File: config.mk
export PLATFORM = sky130hd
export DESIGN_NAME = line_editor_with_key_repeat_flat
export DESIGN_NICKNAME = d
export VERILOG_FILES = /design/src/rtl/lek_pkg.sv /design/src/rtl/lek_ifs.sv /design/src/rtl/line_editor_with_key_repeat.sv /design/src/rtl/lek_alu.sv /design/src/flat_wrapper.sv
export SDC_FILE = /design/constraint.sdc
export NUM_CORES = 1
export LEC_CHECK = 0
export BUFFER_PORTS_ARGS = -buffer_cell sky130_fd_sc_hd__buf_4
export CAP_MARGIN = 20
export CORE_ASPECT_RATIO = 1.25
export CORE_MARGIN = 2
export CORE_UTILIZATION = 28
export CTS_BUF_LIST = sky130_fd_sc_hd__clkbuf_16
export CTS_CLUSTER_SIZE = 10
export DETAILED_ROUTE_END_ITERATION = 8
export PLACE_DENSITY = 0.47
export SYNTH_ARGS = -nofsm -noshare
export SYNTH_HDL_FRONTEND = slang
export SYNTH_SLANG_ARGS = --single-unit
File: constraint.sdc
create_clock -name clk -period 6.5 [get_ports clk]
set_input_delay 1.3 -clock clk [delete_from_list [all_inputs] [get_ports clk]]
set_output_delay 1.3 -clock clk [all_outputs]
set_load 0.01 [all_outputs]
File: src/rtl/lek_pkg.sv
// ---------------------------------------------------------------------------
// Line editor package
// Shared types, constants and state codes of the line editor.
// ---------------------------------------------------------------------------
package lek_pkg;

	localparam int MAX_LENGTH = 32;
	localparam int ADDR_W     = $clog2(MAX_LENGTH);
	localparam int LEN_W      = 6;
	localparam int TIME_W     = 32;
	localparam int TICK_W     = 16;
	localparam int CHAR_W     = 8;
	localparam int CFG_IDX_W  = 1;

	localparam logic [CHAR_W-1:0] SPACE_CHAR = CHAR_W'(32);
	localparam logic [LEN_W-1:0]  LEN_FULL   = LEN_W'(MAX_LENGTH);

	localparam logic [TICK_W-1:0] DELAY_RESET    = TICK_W'(400);
	localparam logic [TICK_W-1:0] INTERVAL_RESET = TICK_W'(30);

	localparam logic [CFG_IDX_W-1:0] REG_DELAY    = CFG_IDX_W'(0);
	localparam logic [CFG_IDX_W-1:0] REG_INTERVAL = CFG_IDX_W'(1);

	typedef enum logic [1:0] {
		OP_CHAR  = 2'd0,
		OP_FRAME = 2'd1,
		OP_READ  = 2'd2,
		OP_NONE  = 2'd3
	} op_t;

	typedef enum logic [4:0] {
		ST_IDLE,
		ST_INS_RD,
		ST_INS_WR,
		ST_INS_PUT,
		ST_RD_ADDR,
		ST_RD_DATA,
		ST_FR_ADD,
		ST_FR_DLY,
		ST_FR_DIFF,
		ST_FR_INT,
		ST_EDIT,
		ST_RM_CHK,
		ST_RM_SRD,
		ST_RM_SWR,
		ST_RM_END,
		ST_CURSOR,
		ST_DONE
	} state_t;

	typedef struct packed {
		logic [1:0]        operation;
		logic [CHAR_W-1:0] char_code;
		logic [TICK_W-1:0] elapsed_ticks;
		logic              backspace_key;
		logic              delete_key;
		logic              left_key;
		logic              right_key;
		logic              home_key;
		logic              end_key;
		logic [4:0]        read_index;
	} in_item_t;

	typedef struct packed {
		logic [LEN_W-1:0]  text_length;
		logic [LEN_W-1:0]  cursor_pos;
		logic              has_non_blank;
		logic [CHAR_W-1:0] read_byte;
		logic              edit_fired;
	} out_item_t;

	typedef struct packed {
		logic [TIME_W-1:0] a;
		logic [TIME_W-1:0] b;
		logic              sub;
	} alu_req_t;

	typedef struct packed {
		logic [TIME_W-1:0] sum;
		logic              carry;
	} alu_rsp_t;

endpackage

File: src/rtl/lek_ifs.sv
// ---------------------------------------------------------------------------
// Line editor channels
// Valid/ready channels for input items, result items and register writes.
// ---------------------------------------------------------------------------
interface lek_in_if;
	import lek_pkg::*;

	logic     valid;
	logic     ready;
	in_item_t data;

	modport source (output valid, output data, input ready);
	modport sink (input valid, input data, output ready);
endinterface

interface lek_out_if;
	import lek_pkg::*;

	logic      valid;
	logic      ready;
	out_item_t data;

	modport source (output valid, output data, input ready);
	modport sink (input valid, input data, output ready);
endinterface

interface lek_cfg_if;
	import lek_pkg::*;

	logic                 valid;
	logic                 ready;
	logic [CFG_IDX_W-1:0] reg_index;
	logic [TICK_W-1:0]    wdata;

	modport source (output valid, output reg_index, output wdata, input ready);
	modport sink (input valid, input reg_index, input wdata, output ready);
endinterface

File: src/rtl/line_editor_with_key_repeat.sv
// ---------------------------------------------------------------------------
// Line editor with key repeat
// Single-line text buffer with cursor, edit-key autorepeat and byte reads.
// ---------------------------------------------------------------------------
// The block takes one transaction at a time and returns one result for it.
// The line sits in a memory with one read and one write port and a
// registered read, so every byte moved by an insert or a removal costs one
// read state and one write state, and the hold timer checks run one step per
// cycle through a single 32-bit adder. A finished result waits in an output
// register while the next transaction is accepted.
// ---------------------------------------------------------------------------
module line_editor_with_key_repeat (
	input logic clk,
	input logic arst_n,
	lek_in_if.sink   items,
	lek_out_if.source results,
	lek_cfg_if.sink  cfg
);
	import lek_pkg::*;

	state_t state_q, state_d;

	in_item_t          item_q;
	logic [LEN_W-1:0]  length_q;
	logic [LEN_W-1:0]  cursor_q;
	logic [LEN_W-1:0]  count_q;
	logic [LEN_W-1:0]  idx_q;
	logic [TIME_W-1:0] held_q;
	logic [TIME_W-1:0] last_q;
	logic [TIME_W-1:0] diff_q;
	logic [TICK_W-1:0] delay_q;
	logic [TICK_W-1:0] interval_q;
	logic [CHAR_W-1:0] rbyte_q;
	logic              fired_q;
	out_item_t         out_q;
	logic              out_valid_q;

	logic [CHAR_W-1:0] mem [MAX_LENGTH];
	logic [CHAR_W-1:0] rd_data_q;
	logic [ADDR_W-1:0] rd_addr;
	logic [ADDR_W-1:0] wr_addr;
	logic [CHAR_W-1:0] wr_data;
	logic              wr_en;

	alu_req_t alu_req;
	alu_rsp_t alu_rsp;

	logic              accept;
	logic              out_load;
	logic [LEN_W-1:0]  idx_dec;
	logic [LEN_W-1:0]  idx_inc;
	logic [LEN_W-1:0]  idx_inc2;
	logic [LEN_W-1:0]  cursor_dec;
	logic              edit_bs;
	logic              edit_del;
	logic [LEN_W-1:0]  edit_pos;
	logic              char_ok;
	logic signed [LEN_W+1:0] cur_step;
	logic [LEN_W-1:0]  cur_final;

	lek_alu u_alu (
		.req(alu_req),
		.rsp(alu_rsp)
	);

	assign items.ready   = (state_q == ST_IDLE);
	assign accept        = items.valid && items.ready;
	assign cfg.ready     = 1'b1;
	assign results.valid = out_valid_q;
	assign results.data  = out_q;
	assign out_load      = (state_q == ST_DONE) && (!out_valid_q || results.ready);

	assign idx_dec    = idx_q - LEN_W'(1);
	assign idx_inc    = idx_q + LEN_W'(1);
	assign idx_inc2   = idx_q + LEN_W'(2);
	assign cursor_dec = cursor_q - LEN_W'(1);
	assign edit_bs    = item_q.backspace_key && (cursor_q != '0);
	assign edit_del   = item_q.delete_key && (cursor_q < length_q);
	assign edit_pos   = edit_bs ? cursor_dec : cursor_q;
	assign char_ok    = (length_q < LEN_FULL) && (items.data.char_code >= SPACE_CHAR);

	always_comb begin
		cur_step = $signed({2'b00, cursor_q});
		if (item_q.left_key) begin
			cur_step = cur_step - 8'sd1;
		end
		if (item_q.right_key) begin
			cur_step = cur_step + 8'sd1;
		end
		if (item_q.home_key) begin
			cur_step = '0;
		end
		if (item_q.end_key) begin
			cur_step = $signed({2'b00, length_q});
		end
		if (cur_step < 0) begin
			cur_final = '0;
		end else if (cur_step > $signed({2'b00, length_q})) begin
			cur_final = length_q;
		end else begin
			cur_final = cur_step[LEN_W-1:0];
		end
	end

	always_comb begin
		state_d = state_q;
		rd_addr = idx_dec[ADDR_W-1:0];
		wr_en   = 1'b0;
		wr_addr = idx_q[ADDR_W-1:0];
		wr_data = rd_data_q;
		alu_req = '{a: held_q, b: {{(TIME_W-TICK_W){1'b0}}, item_q.elapsed_ticks}, sub: 1'b0};
		case (state_q)
			ST_IDLE: begin
				if (accept) begin
					case (op_t'(items.data.operation))
						OP_CHAR: begin
							if (!char_ok) begin
								state_d = ST_DONE;
							end else if (cursor_q == length_q) begin
								state_d = ST_INS_PUT;
							end else begin
								state_d = ST_INS_RD;
							end
						end
						OP_FRAME: begin
							if (items.data.backspace_key || items.data.delete_key) begin
								state_d = ST_FR_ADD;
							end else begin
								state_d = ST_CURSOR;
							end
						end
						OP_READ: state_d = ST_RD_ADDR;
						default: state_d = ST_DONE;
					endcase
				end
			end
			ST_INS_RD: begin
				rd_addr = idx_dec[ADDR_W-1:0];
				state_d = ST_INS_WR;
			end
			ST_INS_WR: begin
				wr_en   = 1'b1;
				wr_addr = idx_q[ADDR_W-1:0];
				wr_data = rd_data_q;
				state_d = (idx_dec == cursor_q) ? ST_INS_PUT : ST_INS_RD;
			end
			ST_INS_PUT: begin
				wr_en   = 1'b1;
				wr_addr = cursor_q[ADDR_W-1:0];
				wr_data = item_q.char_code;
				state_d = ST_DONE;
			end
			ST_RD_ADDR: begin
				rd_addr = item_q.read_index[ADDR_W-1:0];
				state_d = ST_RD_DATA;
			end
			ST_RD_DATA: state_d = ST_DONE;
			ST_FR_ADD: begin
				alu_req = '{a: held_q,
					b: {{(TIME_W-TICK_W){1'b0}}, item_q.elapsed_ticks}, sub: 1'b0};
				state_d = (held_q == '0) ? ST_EDIT : ST_FR_DLY;
			end
			ST_FR_DLY: begin
				alu_req = '{a: held_q, b: {{(TIME_W-TICK_W){1'b0}}, delay_q}, sub: 1'b1};
				state_d = alu_rsp.carry ? ST_FR_DIFF : ST_CURSOR;
			end
			ST_FR_DIFF: begin
				alu_req = '{a: held_q, b: last_q, sub: 1'b1};
				state_d = ST_FR_INT;
			end
			ST_FR_INT: begin
				alu_req = '{a: diff_q, b: {{(TIME_W-TICK_W){1'b0}}, interval_q}, sub: 1'b1};
				state_d = alu_rsp.carry ? ST_EDIT : ST_CURSOR;
			end
			ST_EDIT: begin
				rd_addr = edit_pos[ADDR_W-1:0];
				state_d = (edit_bs || edit_del) ? ST_RM_CHK : ST_CURSOR;
			end
			ST_RM_CHK: state_d = (idx_inc < length_q) ? ST_RM_SRD : ST_RM_END;
			ST_RM_SRD: begin
				rd_addr = idx_inc[ADDR_W-1:0];
				state_d = ST_RM_SWR;
			end
			ST_RM_SWR: begin
				wr_en   = 1'b1;
				wr_addr = idx_q[ADDR_W-1:0];
				wr_data = rd_data_q;
				state_d = (idx_inc2 < length_q) ? ST_RM_SRD : ST_RM_END;
			end
			ST_RM_END: state_d = ST_CURSOR;
			ST_CURSOR: state_d = ST_DONE;
			ST_DONE: begin
				if (out_load) begin
					state_d = ST_IDLE;
				end
			end
			default: state_d = ST_IDLE;
		endcase
	end

	always_ff @(posedge clk or negedge arst_n) begin
		if (!arst_n) begin
			state_q <= ST_IDLE;
		end else begin
			state_q <= state_d;
		end
	end

	always_ff @(posedge clk) begin
		if (wr_en) begin
			mem[wr_addr] <= wr_data;
		end
		rd_data_q <= mem[rd_addr];
	end

	always_ff @(posedge clk or negedge arst_n) begin
		if (!arst_n) begin
			delay_q    <= DELAY_RESET;
			interval_q <= INTERVAL_RESET;
		end else if (cfg.valid && cfg.ready) begin
			if (cfg.reg_index == REG_DELAY) begin
				delay_q <= cfg.wdata;
			end
			if (cfg.reg_index == REG_INTERVAL) begin
				interval_q <= cfg.wdata;
			end
		end
	end

	always_ff @(posedge clk) begin
		case (state_q)
			ST_IDLE: begin
				if (accept) begin
					item_q  <= items.data;
					idx_q   <= length_q;
					rbyte_q <= '0;
					fired_q <= 1'b0;
				end
			end
			ST_INS_WR: idx_q <= idx_dec;
			ST_RD_DATA: begin
				if ({1'b0, item_q.read_index} < length_q) begin
					rbyte_q <= rd_data_q;
				end
			end
			ST_FR_DIFF: diff_q <= alu_rsp.sum;
			ST_EDIT: begin
				idx_q <= edit_pos;
				if (edit_bs || edit_del) begin
					fired_q <= 1'b1;
				end
			end
			ST_RM_SWR: idx_q <= idx_inc;
			default: ;
		endcase
	end

	always_ff @(posedge clk or negedge arst_n) begin
		if (!arst_n) begin
			length_q <= '0;
			cursor_q <= '0;
			count_q  <= '0;
			held_q   <= '0;
			last_q   <= '0;
		end else begin
			case (state_q)
				ST_IDLE: begin
					if (accept && (op_t'(items.data.operation) == OP_FRAME)
						&& !(items.data.backspace_key || items.data.delete_key)) begin
						held_q <= '0;
						last_q <= '0;
					end
				end
				ST_INS_PUT: begin
					length_q <= length_q + LEN_W'(1);
					cursor_q <= cursor_q + LEN_W'(1);
					if (item_q.char_code != SPACE_CHAR) begin
						count_q <= count_q + LEN_W'(1);
					end
				end
				ST_FR_ADD: begin
					held_q <= alu_rsp.carry ? '1 : alu_rsp.sum;
					if (held_q == '0) begin
						last_q <= '0;
					end
				end
				ST_FR_INT: begin
					if (alu_rsp.carry) begin
						last_q <= held_q;
					end
				end
				ST_EDIT: begin
					if (edit_bs) begin
						cursor_q <= cursor_dec;
					end
				end
				ST_RM_CHK: begin
					if ((rd_data_q != SPACE_CHAR) && (count_q != '0)) begin
						count_q <= count_q - LEN_W'(1);
					end
				end
				ST_RM_END: length_q <= length_q - LEN_W'(1);
				ST_CURSOR: cursor_q <= cur_final;
				default: ;
			endcase
		end
	end

	always_ff @(posedge clk or negedge arst_n) begin
		if (!arst_n) begin
			out_valid_q <= 1'b0;
		end else if (out_load) begin
			out_valid_q <= 1'b1;
		end else if (results.ready) begin
			out_valid_q <= 1'b0;
		end
	end

	always_ff @(posedge clk) begin
		if (out_load) begin
			out_q.text_length   <= length_q;
			out_q.cursor_pos    <= cursor_q;
			out_q.has_non_blank <= (count_q != '0);
			out_q.read_byte     <= rbyte_q;
			out_q.edit_fired    <= fired_q;
		end
	end

endmodule

File: src/rtl/lek_alu.sv
// ---------------------------------------------------------------------------
// Line editor timer adder
// Shared 32-bit adder/subtractor with carry out, used for every timer step.
// ---------------------------------------------------------------------------
module lek_alu (
	input  lek_pkg::alu_req_t req,
	output lek_pkg::alu_rsp_t rsp
);
	import lek_pkg::*;

	logic [TIME_W:0] total;

	// For a subtraction the carry out is set when no borrow occurs.
	assign total = {1'b0, req.a} + {1'b0, (req.sub ? ~req.b : req.b)}
		+ {{TIME_W{1'b0}}, req.sub};

	assign rsp.sum   = total[TIME_W-1:0];
	assign rsp.carry = total[TIME_W];

endmodule

File: src/flat_wrapper.sv
// flat-port wrapper written by rule: the top's interface ports become plain ports
module line_editor_with_key_repeat_flat import lek_pkg::*;
  (clk, arst_n, items_valid, items_data, items_ready, results_valid, results_data, results_ready, cfg_valid, cfg_reg_index, cfg_wdata, cfg_ready);
  lek_in_if items_i ();
  lek_out_if results_i ();
  lek_cfg_if cfg_i ();
  input logic clk;
  input logic arst_n;
  input wire logic [$bits(items_i.valid)-1:0] items_valid;
  input wire logic [$bits(items_i.data)-1:0] items_data;
  output wire logic [$bits(items_i.ready)-1:0] items_ready;
  output wire logic [$bits(results_i.valid)-1:0] results_valid;
  output wire logic [$bits(results_i.data)-1:0] results_data;
  input wire logic [$bits(results_i.ready)-1:0] results_ready;
  input wire logic [$bits(cfg_i.valid)-1:0] cfg_valid;
  input wire logic [$bits(cfg_i.reg_index)-1:0] cfg_reg_index;
  input wire logic [$bits(cfg_i.wdata)-1:0] cfg_wdata;
  output wire logic [$bits(cfg_i.ready)-1:0] cfg_ready;
  assign items_i.valid = items_valid;
  assign items_i.data = items_data;
  assign items_ready = items_i.ready;
  assign results_valid = results_i.valid;
  assign results_data = results_i.data;
  assign results_i.ready = results_ready;
  assign cfg_i.valid = cfg_valid;
  assign cfg_i.reg_index = cfg_reg_index;
  assign cfg_i.wdata = cfg_wdata;
  assign cfg_ready = cfg_i.ready;
  line_editor_with_key_repeat u_core (.clk(clk), .arst_n(arst_n), .items(items_i), .results(results_i), .cfg(cfg_i));
endmodule
== After elaboration in Yosys (flattened, before gate mapping) ==
Memory sizes are Yosys's and may differ from the RTL's. A register that Yosys moved wholly into a read port is not among the register bits.
Cells that the tools add are included.

* Bits in registers: 224
* Memory bits (writable): 256
* Input port bits: 59
* Logic and storage cells: 171
* Memories kept: 1

{| class="wikitable"
|+ Memories
! name !! words !! bits a word !! read ports !! clocked after memory_dff !! wr ports !! RTL line !! text
|-
| u_core.mem || 32 || 8 || 1 || 1 || 1 || line_editor_with_key_repeat.sv:38 || <nowiki>logic [CHAR_W-1:0] mem [MAX_LENGTH];</nowiki>
|}

* Add/sub/neg operators: 13
* $lt $le $gt $ge: 8
* Equality and inequality tests: 31
* Mux-type cells: 50
* Bitwise operators: 2
* Reductions and logical operators: 39

{| class="wikitable"
|+ Operator list
! operator !! number
|-
| 65-bit one-hot mux with 3 select lines || 1
|-
| 32-bit two-way mux || 5
|-
| 32-bit one-hot mux with 3 select lines || 1
|-
| 5-bit one-hot mux with 15 select lines || 1
|-
| 32-bit one-hot mux with 2 select lines || 1
|-
| 8-bit two-way mux || 7
|-
| 5-bit by 4-bit == test with 1-bit output (second input constant) || 8
|-
| 6-bit two-way mux || 6
|-
| 32-bit by 32-bit adder with 33-bit output || 1
|-
| 33-bit by 1-bit adder with 33-bit output || 1
|-
| 32-bit logical NOT || 1
|-
| 32-bit NOT || 1
|-
| 5-bit one-hot mux with 3 select lines || 2
|-
| 6-bit by 1-bit adder with 6-bit output (second input constant) || 4
|-
| 6-bit one-hot mux with 2 select lines || 2
|-
| 6-bit one-hot mux with 4 select lines || 1
|-
| 6-bit by 1-bit subtractor with 6-bit output (second input constant) || 4
|-
| 5-bit by 3-bit == test with 1-bit output (second input constant) || 4
|-
| 5-bit two-way mux || 4
|-
| 6-bit < comparator || 3
|-
| 6-bit one-hot mux with 3 select lines || 1
|-
| 8-bit by 6-bit != test with 1-bit output (second input constant) || 2
|-
| 8-bit one-hot mux with 2 select lines || 1
|-
| 6-bit == test || 2
|-
| 34 further kinds || 79
|}

== Depth between registers and ports, before layout ==
Gate-level depths: netlist of run 1.

* Depth in word-level cells: 10
* Gate-level depth with buffers: 20

== Hierarchy ==
A second synthesis of run 1 with hierarchy kept.

* Cells, all modules: 2,163
* Area total of the unflattened synthesis: 24,400.9 um2

{| class="wikitable"
|+ Modules (own cells, without submodules)
! module !! times used !! cells an instance !! area an instance (um2) !! seq. area each (um2)
|-
| line_editor_with_key_repeat || 1 || 1,874 || 22,133.7 || 13,982.2
|-
| lek_alu || 1 || 289 || 2,267.2 || 0.0
|}

== Worst setup path after synthesis of run 1 ==
No wires, ideal clock.

* Path type: reg-to-reg
* Start: reg u_core.state_q[2]
* End: reg u_core.last_q[10]
* Arrival: 4.923 ns
* Slack: 1.511 ns
* Stages on the path, launching flop included: 17
* Period minus slack after synthesis: 4.989 ns
* Cell sequence: dfrtp_1 > buf_4 > or3b_2 > nor3_1 > clkbuf_1 > a21oi_1 > ha_1 > clkbuf_1 > a21o_1 > a21o_1 > a21oi_1 > inv_1 > o31ai_1 > a211oi_2 > o21bai_1 > clkbuf_1 > a22o_1

* Longest elaborated chain between the ends: 8
* Elaborated cells on any way between the ends: 19
* Classes of those cells: 2 x add/sub; 7 x eq/ne; 3 x mux; 1 x bitwise; 6 x reduce/logical

{| class="wikitable"
|+ Ends and longest elaborated chain
! item !! RTL line !! text
|-
| start: declaration || line_editor_with_key_repeat.sv:21 || <nowiki>state_t state_q, state_d;</nowiki>
|-
| start signal: assignment || line_editor_with_key_repeat.sv:205 || <nowiki>state_q <= state_d;</nowiki>
|-
| 5-bit by 4-bit == test with 1-bit output, or another cell as far along || line_editor_with_key_repeat.sv:112, line_editor_with_key_repeat.sv:266 ||
|-
| 65-bit one-hot mux with 3 select lines || line_editor_with_key_repeat.sv:112 || <nowiki>case (state_q)</nowiki>
|-
| 32-bit NOT || lek_alu.sv:14 || <nowiki>assign total = {1'b0, req.a} + {1'b0, (req.sub ? ~req.b : req.b)}</nowiki>
|-
| 32-bit two-way mux || lek_alu.sv:14 ||
|-
| 32-bit by 32-bit adder with 33-bit output || lek_alu.sv:14 ||
|-
| 33-bit by 1-bit adder with 33-bit output || lek_alu.sv:15 || <nowiki>+ {{TIME_W{1'b0}}, req.sub};</nowiki>
|-
| 2-bit != test (no source line) || - ||
|-
| 4-bit AND reduction (no source line) || - ||
|-
| end signal: assignment || line_editor_with_key_repeat.sv:289 || <nowiki>last_q <= held_q;</nowiki>
|-
| end: declaration || line_editor_with_key_repeat.sv:29 || <nowiki>logic [TIME_W-1:0] last_q;</nowiki>
|}

Several ways; a longest one is shown, not always the timed one.
A chain may end at the register's enable or synchronous reset.

== Worst setup path after layout of run 1 ==
* Start: reg u_core.state_q[1]
* End: reg u_core.held_q[16]

* Longest elaborated chain between the ends: 8
* Elaborated cells on any way between the ends: 18
* Classes of those cells: 2 x add/sub; 5 x eq/ne; 4 x mux; 1 x bitwise; 6 x reduce/logical

{| class="wikitable"
|+ Ends and longest elaborated chain
! item !! RTL line !! text
|-
| 5-bit by 4-bit == test with 1-bit output / 5-bit by 3-bit == test with 1-bit output (equally long branches) || line_editor_with_key_repeat.sv:112 ||
|-
| 65-bit one-hot mux with 3 select lines || line_editor_with_key_repeat.sv:112 ||
|-
| 32-bit NOT || lek_alu.sv:14 ||
|-
| 32-bit two-way mux || lek_alu.sv:14 ||
|-
| 32-bit by 32-bit adder with 33-bit output || lek_alu.sv:14 ||
|-
| 33-bit by 1-bit adder with 33-bit output || lek_alu.sv:15 ||
|-
| 32-bit two-way mux || line_editor_with_key_repeat.sv:282 || <nowiki>held_q <= alu_rsp.carry ? '1 : alu_rsp.sum;</nowiki>
|-
| 32-bit one-hot mux with 2 select lines || line_editor_with_key_repeat.sv:266 || <nowiki>case (state_q)</nowiki>
|-
| end signal: assignment || line_editor_with_key_repeat.sv:282 ||
|-
| end: declaration || line_editor_with_key_repeat.sv:28 || <nowiki>logic [TIME_W-1:0] held_q;</nowiki>
|}

Several ways; a longest one is shown, not always the timed one.

==> results of run 1 <==
==> report_power, final <==
group,internal (mW),switching [mW]
clock,1.65,1.32
combinational,2.17,3.43
sequential,4.13,0.413
total,7.96,5.17
==> metrics by stage <==
step | std cells | hold WS [ps]
final | 3141 | 393
after global placement | 3029 | 405
after detailed placement | 3029 | 406
after CTS | 3138 | 388
after floorplan | 1919 | 400
after global routing | 3141 | 417
==> state kept, by name, summed over array words and instances, names as in the netlist, 8 cells and up <==
name / flops
u_core.mem: 256
u_core.item_q: 35
u_core.diff_q: 32
u_core.held_q: 32
u_core.last_q: 32
u_core.results.data: 22
u_core.delay_q: 16
u_core.interval_q: 16
u_core.rbyte_q: 8
u_core.rd_data_q: 8
==> worst max-delay path: cells and delay by family (launching register included) <==
family	cells	cell delay [ps]
adder cells (fa/ha/maj)	1	350
AO/OA/AOI/OAI	8	2490
AND/OR/NAND/NOR	4	1940
flip-flops	1	610
==> kinds of logic after synthesis <==
logic type / after synthesis / synth area share (%)
adder cells (fa/ha/maj): 79 / 4.28
other: 1 / 0.0159
AND/OR/NAND/NOR: 599 / 11.8
buffers and inverters: 145 / 2.72
AO/OA/AOI/OAI: 419 / 11.9
XOR/XNOR: 67 / 2.49
multiplexers: 121 / 7.56
flip-flops: 488 / 59.2
==> cells in the final DEF, fill, tap and decap left out, types with 24 or more instances in the layout <==
| cell type | n |
|---|---|
| edfxtp_1 | 360 |
| nand2_1 | 287 |
| a21oi_1 | 133 |
| buf_4 | 118 |
| dfrtp_1 | 113 |
| nor2_1 | 108 |
| inv_1 | 80 |
| ha_1 | 76 |
| clkbuf_16 | 58 |
| xnor2_1 | 42 |
| mux4_2 | 42 |
| o21ai_0 | 40 |
| mux2i_1 | 40 |
| mux2_2 | 39 |
| nand3_1 | 39 |
| a22o_1 | 35 |
| a22oi_1 | 29 |
| and2_1 | 27 |
| xor2_1 | 25 |
| a21o_1 | 24 |
==> metal layers <==
metal / wire length [um] / GRT usage [%] / up-vias
met3: 2800 / 2.22 / 138
met5: 0 / 0 / -
met1: 28100 / 19.0 / 7927
met4: 2300 / 5.40 / 0
met2: 34200 / 27.6 / 407
li1: - / - / 7340
==> final cells by class <==
type / instances / share of cell area [%]
Clock buffer: 58 / 5.31
Tap cell: 1089 / 4.99
Inverter: 45 / 0.618
Clock inverter: 51 / 1.13
Multi-Input combinational cell: 1286 / 33.1
Timing Repair Buffer: 124 / 3.73
Sequential cell: 488 / 51.2
==> final timing paths <==
check / start / to / slack (ps) / cells after the start
min reg2reg: u_core.rbyte_q[6] / u_core.results.data[7] / 390 / 0
max in group asynchronous: arst_n / u_core.last_q[20] / 4660 / 2
max: u_core.state_q[1] / u_core.held_q[16] / 890 / 13
max reg2reg: u_core.state_q[1] / u_core.held_q[16] / 890 / 13
min in group asynchronous: arst_n / u_core.cursor_q[3] / 730 / 1
min: u_core.rbyte_q[6] / u_core.results.data[7] / 390 / 0
==> impl_metrics.json, run 1 <==
{
  "setup_slack_ps": 891,
  "ys_top_cells_by_count": "360 x edfxtp_1, 288 x nand2_1, 133 x a21oi_1",
  "period_needed_ps": 5610,
  "leakagePower_nw": 10.5,
  "multi_input_area_sq_um": 9040,
  "port_buffers": 82,
  "drv_cap": 0,
  "netlist_area_sq_um": 23600,
  "synth_top_area_share_pct": 45.8,
  "start_kind": "flip-flop",
  "ys_async_sr_fraction_pct": 24.6,
  "areaGrowthSynthToFinish_pct": 15.8,
  "p_total_mw": 13.1,
  "register_area_sq_um": 14000,
  "relSlewSlack_pct": 25.4,
  "synth.avg_cell_area_sq_um": 12.3,
  "worstPathRequired_ps": 6950,
  "worstPathArrival_ps": 6060,
  "synth_edf_count": 360,
  "ys_types": 80,
  "cts_sinks": 488,
  "die-area_sq_um": 86700,
  "yosys-top-cells-area": "edfxtp_1 46%, dfrtp_1 12%, nand2_1 4.6%, ha_1 4.0%, mux4_2 4.0%",
  "setup_viol": 0,
  "clkTransAtPathRegs_ps": 60,
  "post-route-period-util_pct": 86.3,
  "cts_made_buffers": 58,
  "drive_gt1_share_pct": 15.0,
  "grt_pass1_vias": 16392,
  "setup_total_negative_slack_ps": 0,
  "finalClockSkew_ps": 83.3,
  "dp_worst_setup_slack_ps": 866,
  "critPathSlowestCell": "or3b_2",
  "rsz0062_at_grt": "no",
  "power_density_nw_per_um2": 480,
  "crit_path_max_fanout": 28,
  "timing.fmax_mhz": 178,
  "status": "complete, no violations",
  "place_hpwl_um": 46300,
  "place_area_sq_um": 25500,
  "end_kind": "flip-flop",
  "detailroute.via_count": 15812,
  "crit_top_cell": "a21oi_1",
  "fin_area_sq_um": 27300,
  "grt_max_degree": 80,
  "synth_most_common_cell": "edfxtp_1",
  "tritoncts": "built",
  "yosysSeqAreaShare_pct": 59.2,
  "cts-resized-gates": 0,
  "dieHeight_um": 329,
  "grt_pass1_wl_um": 102000,
  "netlist.top_cell.by_area": "edfxtp_1",
  "synth-main-ff-cell": "edfxtp_1",
  "worst_pin_slew_ps": 1120,
  "grt-ovfl-total": 0,
  "critical_path_class": "flip-flop to flip-flop",
  "synth_warnings": 0,
  "peakVddDrop_mv": 0.277,
  "antenna_found_initial": 2,
  "fillers": 8326,
  "grt_usage_pct": 15.5,
  "root_buffer": "clkbuf_16",
  "max_stage_delay_ps": 630,
  "htreeDepth": 2,
  "drt-pass1-iter-count": 5,
  "cts_hold_buf": 0,
  "diodes": 0,
  "cp_cell_sequence": "or3b_2 > nor2_4 > a222oi_1 > o21a_1 > ha_1 > a21oi_1 > a31oi_1 > nand4_1 > a21oi_1 > o31ai_1 > a21o_1 > nand2_1 > a2bb2oi_1",
  "synthCells": 1919,
  "fp.dieW_um": 264,
  "final_util_pct": 32.6,
  "synth-seq-cells": 488,
  "clock_path_buffers": 3,
  "num_rows": 119,
  "gp_congestion": 0.905,
  "start_util_pct": 28.2,
  "ios": 84,
  "core_area_sq_um": 83800,
  "synth_nets": 2057,
  "post-cts-setup-buffer-count": 0,
  "avgRoutedWirePerCell_um": 21.5,
  "finalHoldViolations": 0,
  "drtIter0Drc": 1138,
  "drt_wl_total_um": 67400,
  "nets": 2141,
  "hold_class": "flip-flop to flip-flop",
  "ant_nets": 0,
  "viasPerCell": 5.03,
  "drc": 0,
  "finalMaxSlewViolations": 0,
  "clk_latency_ps": 670
}
(Power assumes the default switching activity.)
==> inputs of run 2 (changes only) <==
CELL_PAD_IN_SITES_DETAIL_PLACEMENT = 1   (was not set)
CELL_PAD_IN_SITES_GLOBAL_PLACEMENT = 1   (was not set)
PLACE_DENSITY = 0.54   (was 0.47)
==> run 2 against run 1 <==
Against the previous run: critical path depth grew 4; register-to-register slack worse by 50 ps; clock-buffer cell count unchanged; flip-flop and latch count unchanged; critical path type unchanged; core utilization about the same; final area about the same; clock power about the same; critical endpoint is now u_core.last_q[23]; clock skew decreased by 8.6 ps.
==> impl_metrics.json, run 2 (synthesis results as in run 1) <==
{
  "crit_path_max_fanout": 32,
  "regMostFlops": "u_core.mem",
  "place_hpwl_um": 49900,
  "instances_no_fill": 3140,
  "worstHoldPathCells": 0,
  "viasPerCell": 5.07,
  "period_needed_ps": 5650,
  "worst_pin_slew_ps": 1060,
  "status": "complete, no violations",
  "post-route-period-util_pct": 87.0,
  "nets": 2139,
  "hold_class": "flip-flop to flip-flop",
  "detailroute.via_count": 15910,
  "final_util_pct": 32.6,
  "layout_commonest_cell": "edfxtp_1",
  "cts-resized-gates": 0,
  "start_util_pct": 28.2,
  "drt_wl_total_um": 72000,
  "timing.fmax_mhz": 177,
  "timing.hold.ws_ps": 384,
  "p_total_mw": 13.2,
  "cts_made_buffers": 58,
  "drt-pass1-iter-count": 5,
  "timing.rr.end": "u_core.last_q[23]",
  "setup_viol": 0,
  "hold_start": "u_core.rbyte_q[3]",
  "relSlewSlack_pct": 29.0,
  "drtIter0Drc": 807,
  "finalMaxSlewViolations": 0,
  "largest_reg_flops": 256,
  "finalHoldViolations": 0,
  "root_buffer": "clkbuf_16",
  "cts_hold_buf": 0,
  "ant_nets": 0,
  "grt_pass1_wl_um": 110000,
  "port_buffers": 82,
  "gp_congestion": 0.884,
  "fp.dieW_um": 264,
  "grt_pass1_vias": 17336,
  "dieHeight_um": 329,
  "clock_path_buffers": 3,
  "end_kind": "flip-flop",
  "fin_area_sq_um": 27300,
  "place_area_sq_um": 25500,
  "r2r_setup_slack_ps": 850,
  "grt_usage_pct": 16.6,
  "ios": 84,
  "power_density_nw_per_um2": 484,
  "htreeDepth": 2,
  "tritoncts": "built",
  "diodes": 0,
  "core_area_sq_um": 83800,
  "avgRoutedWirePerCell_um": 22.9,
  "r2r_start": "u_core.state_q[1]",
  "hold_end": "u_core.results.data[4]",
  "setup_total_negative_slack_ps": 0,
  "cts_sinks": 488,
  "worstPathArrival_ps": 6210,
  "post-cts-setup-buffer-count": 0,
  "dp.cells": 3026,
  "setup_slack_ps": 845,
  "start_kind": "flip-flop",
  "areaGrowthSynthToFinish_pct": 15.8,
  "critical_path_class": "flip-flop to flip-flop",
  "layout_common_cells": "360 x edfxtp_1, 287 x nand2_1, 133 x a21oi_1, 113 x dfrtp_1, 112 x buf_4",
  "reg2reg_depth": 17,
  "grt-ovfl-total": 0,
  "clkTransAtPathRegs_ps": 60,
  "peakVddDrop_mv": 0.242,
  "leakagePower_nw": 10.5,
  "rsz0062_at_grt": "no",
  "drv_cap": 0,
  "fillers": 9072,
  "finalClockSkew_ps": 74.7,
  "clk_latency_ps": 670,
  "antenna_found_initial": 0,
  "die-area_sq_um": 86700,
  "num_rows": 119,
  "largestRegisters": "u_core.mem (256), u_core.item_q (35)",
  "drive_gt1_share_pct": 14.9,
  "dp_worst_setup_slack_ps": 888,
  "grt_max_degree": 73,
  "worstPathRequired_ps": 7050,
  "drc": 0
}
run 2: cell type report:
class	count	area, sq um	share of cell area [%]
inverter	45	169	0.618
tap	1089	1360	4.98
timing repair buffer	122	1060	3.88
multi-input combinational	1286	9040	33.1
clock inverter	52	280	1.02
clock buffer	58	1450	5.31
sequential	488	14000	51.1
run 2: power breakdown:
group / total, mW / switching (mW) / internal, mW / leakage (nW)
clock network: 2.95 / 1.34 / 1.61 / 0.965
logic: 5.71 / 3.49 / 2.22 / 4.65
registers: 4.56 / 0.432 / 4.13 / 4.86
total: 13.2 / 5.26 / 7.97 / 10.5
run 2: how the worst max path moves through the flow:
| stage | endpoint | slack [ps] | from | cells past startpoint |
|---|---|---|---|---|
| after floorplan | u_core.last_q[10] | 1510 | u_core.state_q[2] | 16 |
| after global placement | u_core.held_q[27] | 950 | u_core.state_q[1] | 15 |
| after detailed placement | u_core.last_q[23] | 890 | u_core.state_q[1] | 17 |
| after CTS | u_core.held_q[27] | 860 | u_core.state_q[1] | 16 |
| after global routing | u_core.last_q[23] | 510 | u_core.state_q[1] | 17 |
| final | u_core.last_q[23] | 850 | u_core.state_q[1] | 17 |
run 2: critical path, cell delays in order, from the launching register on:
cell and delay (ps):
dfrtp_1 770, nand4b_1 360, nor2_1 830, buf_4 300
a22oi_1 90, nand3_1 110, nand2_1 60, ha_1 380
a21oi_1 250, nor4_1 90, a41oi_1 260, and3_1 290
a21oi_1 130, o31ai_1 660, a211oi_4 150, o21bai_2 170
buf_4 420, a22o_1 210
run 2: routing by layer:
layer  share of wire [%]  wire (um)  vias up  track usage, %
met4                 2.9       2120        0            5.28
met1                  42      29900     8187            20.1
met2                  52      37600      293            30.5
li1                    -          -     7309               -
met5                   0          0        -               0
met3                 3.3       2410      121            2.32
==> inputs of run 3 (changes only) <==
BUFFER_PORTS_ARGS = not set   (was -buffer_cell sky130_fd_sc_hd__buf_4)
DONT_BUFFER_PORTS = 1   (was not set)
PLACE_DENSITY = 0.53   (was 0.54)
==> run 3 against run 2 <==
Against the previous run: register-to-register slack improved by 160 ps; clock-buffer cell count did not move; highest routed layer is now met5; clock power grew 3%.
==> impl_metrics.json, run 3 (synthesis results as in run 1) <==
{
  "crit_top_cell": "a21oi_1",
  "drc": 0,
  "critPathCapture": "u_core.held_q[25]",
  "setup_viol": 0,
  "root_buffer": "clkbuf_16",
  "areaGrowthSynthToFinish_pct": 13.3,
  "path_buf_inv": 1,
  "drt_wl_total_um": 72700,
  "setup_slack_ps": 1000,
  "r2r_start": "u_core.state_q[3]",
  "die-area_sq_um": 86700,
  "end_kind": "flip-flop",
  "start_util_pct": 28.2,
  "clk_latency_ps": 660,
  "fin_area_sq_um": 26800,
  "combPwrFrac_pct": 42.9,
  "cts_made_buffers": 58,
  "cts_sinks": 488,
  "setup_total_negative_slack_ps": 0,
  "critical_path_class": "flip-flop to flip-flop",
  "worstPathArrival_ps": 6050,
  "grt-ovfl-total": 0,
  "dp_worst_setup_slack_ps": 994,
  "detailroute.via_count": 15664,
  "gp_congestion": 0.832,
  "crit_path_max_fanout": 22,
  "worstPathRequired_ps": 7050,
  "fp.dieW_um": 264,
  "r2r_setup_slack_ps": 1000,
  "nets": 2058,
  "layout_common_cells": "360 x edfxtp_1, 287 x nand2_1, 133 x a21oi_1, 113 x dfrtp_1, 108 x nor2_1",
  "clock_path_buffers": 3,
  "cts-resized-gates": 0,
  "port_buffers": 0,
  "finalClockSkew_ps": 53.3,
  "hold_class": "input port to async pin",
  "post-route-period-util_pct": 84.6,
  "status": "complete, no violations",
  "antenna_found_initial": 8,
  "grt_pass1_vias": 16975,
  "drt-pass1-iter-count": 7,
  "num_rows": 119,
  "viasPerCell": 5.12,
  "timing.hold.ws_ps": 355,
  "finalHoldViolations": 0,
  "place_area_sq_um": 24900,
  "drtIter0Drc": 926,
  "power.switching_mw": 5.28,
  "worst-path-stages": 15,
  "start_kind": "flip-flop",
  "relSlewSlack_pct": 24.9,
  "largestRegisters": "u_core.mem (256), u_core.item_q (35)",
  "power_density_nw_per_um2": 495,
  "clkPwrFrac_pct": 23.0,
  "clkTransAtPathRegs_ps": 60,
  "layout_commonest_cell": "edfxtp_1",
  "critPathSlowestCell": "nor2_1",
  "finalMaxSlewViolations": 0,
  "cts_hold_buf": 0,
  "switching_share_pct": 39.9,
  "drive_gt1_share_pct": 11.5,
  "p_total_mw": 13.2,
  "leakagePower_nw": 10.1,
  "post-cts-setup-buffer-count": 0,
  "startpoint": "u_core.state_q[3]",
  "dieHeight_um": 329,
  "reg2reg_depth": 15,
  "htreeDepth": 2,
  "crit_family": "compound AO/OA/AOI/OAI gates",
  "max_stage_delay_ps": 940,
  "grt_usage_pct": 16.6,
  "cp_cell_sequence": "buf_4 > nand4b_1 > nor2_1 > a222oi_1 > o21a_1 > ha_1 > nand2_1 > o21bai_1 > a31oi_1 > nand4_1 > a21oi_1 > o31ai_1 > a21oi_1 > a21oi_1 > o21ai_0",
  "largest_reg_flops": 256,
  "grt_max_degree": 121,
  "tritoncts": "built",
  "place_hpwl_um": 50300,
  "worst_pin_slew_ps": 1120,
  "avgRoutedWirePerCell_um": 23.7,
  "grt_pass1_wl_um": 109000,
  "ant_nets": 0,
  "rsz0062_at_grt": "no",
  "seq_power_share_pct": 34.2,
  "timing.rr.end": "u_core.held_q[25]",
  "core_area_sq_um": 83800,
  "peakVddDrop_mv": 0.282,
  "internal-power_mw": 7.96,
  "period_needed_ps": 5500,
  "timing.fmax_mhz": 182,
  "regMostFlops": "u_core.mem",
  "fillers": 9006,
  "drv_cap": 0,
  "ios": 84
}
run 3: cell types whose count changed in the layout (fill, tap and decap cells not counted), moves of 2 or more:
cell       delta
diode_2       +2
bufinv_16     +2
buf_4        -79
buf_16        -4
buf_8         +3
clkinv_1      -2
run 3: stage by stage:
step / cells / utilization [%]
after floorplan: 1919 / -
after global placement: 2942 / 29.6
after detailed placement: 2947 / 29.7
after CTS: 3056 / 31.9
after global routing: 3058 / 31.9
final: 3060 / 31.9
run 3: worst min-delay path by stage:
stage / from / slack (ps) / endpoint
3_5_place_dp: u_core.rbyte_q[5] / 410 / u_core.results.data[6]
2_1_floorplan: u_core.fired_q / 400 / u_core.results.data[0]
6_report: arst_n / 350 / u_core.interval_q[5]
5_1_grt: arst_n / 310 / u_core.delay_q[5]
3_3_place_gp: u_core.rbyte_q[0] / 400 / u_core.results.data[1]
4_1_cts: arst_n / 320 / u_core.interval_q[5]
run 3: cell type report:
type | count | area (sq um) | share of cell area (%)
Antenna cell | 2 | 5.00 | 0.0187
Clock buffer | 58 | 1450 | 5.43
Clock inverter | 51 | 328 | 1.23
Inverter | 45 | 169 | 0.631
Multi-Input combinational cell | 1286 | 9050 | 33.8
Sequential cell | 488 | 14000 | 52.3
Tap cell | 1089 | 1360 | 5.09
Timing Repair Buffer | 41 | 408 | 1.52
run 3: power by group through the flow:
stage | sequential (mW) | clock [mW] | combinational (mW)
2_1_floorplan | 4.37 | 0 | 3.99
3_3_place_gp | 4.59 | 0 | 5.54
3_5_place_dp | 4.59 | 0 | 5.70
4_1_cts | 4.53 | 3.13 | 5.72
5_1_grt | 4.57 | 3.24 | 6.21
6_report | 4.52 | 3.04 | 5.67
run 3: layer usage:
metal	global-route usage, %	up-vias	share of wire (%)
li1	-	7162	-
met1	19.8	8040	41
met2	30.0	321	51
met3	2.75	137	4.2
met4	6.39	4	3.5
met5	0	-	0.037
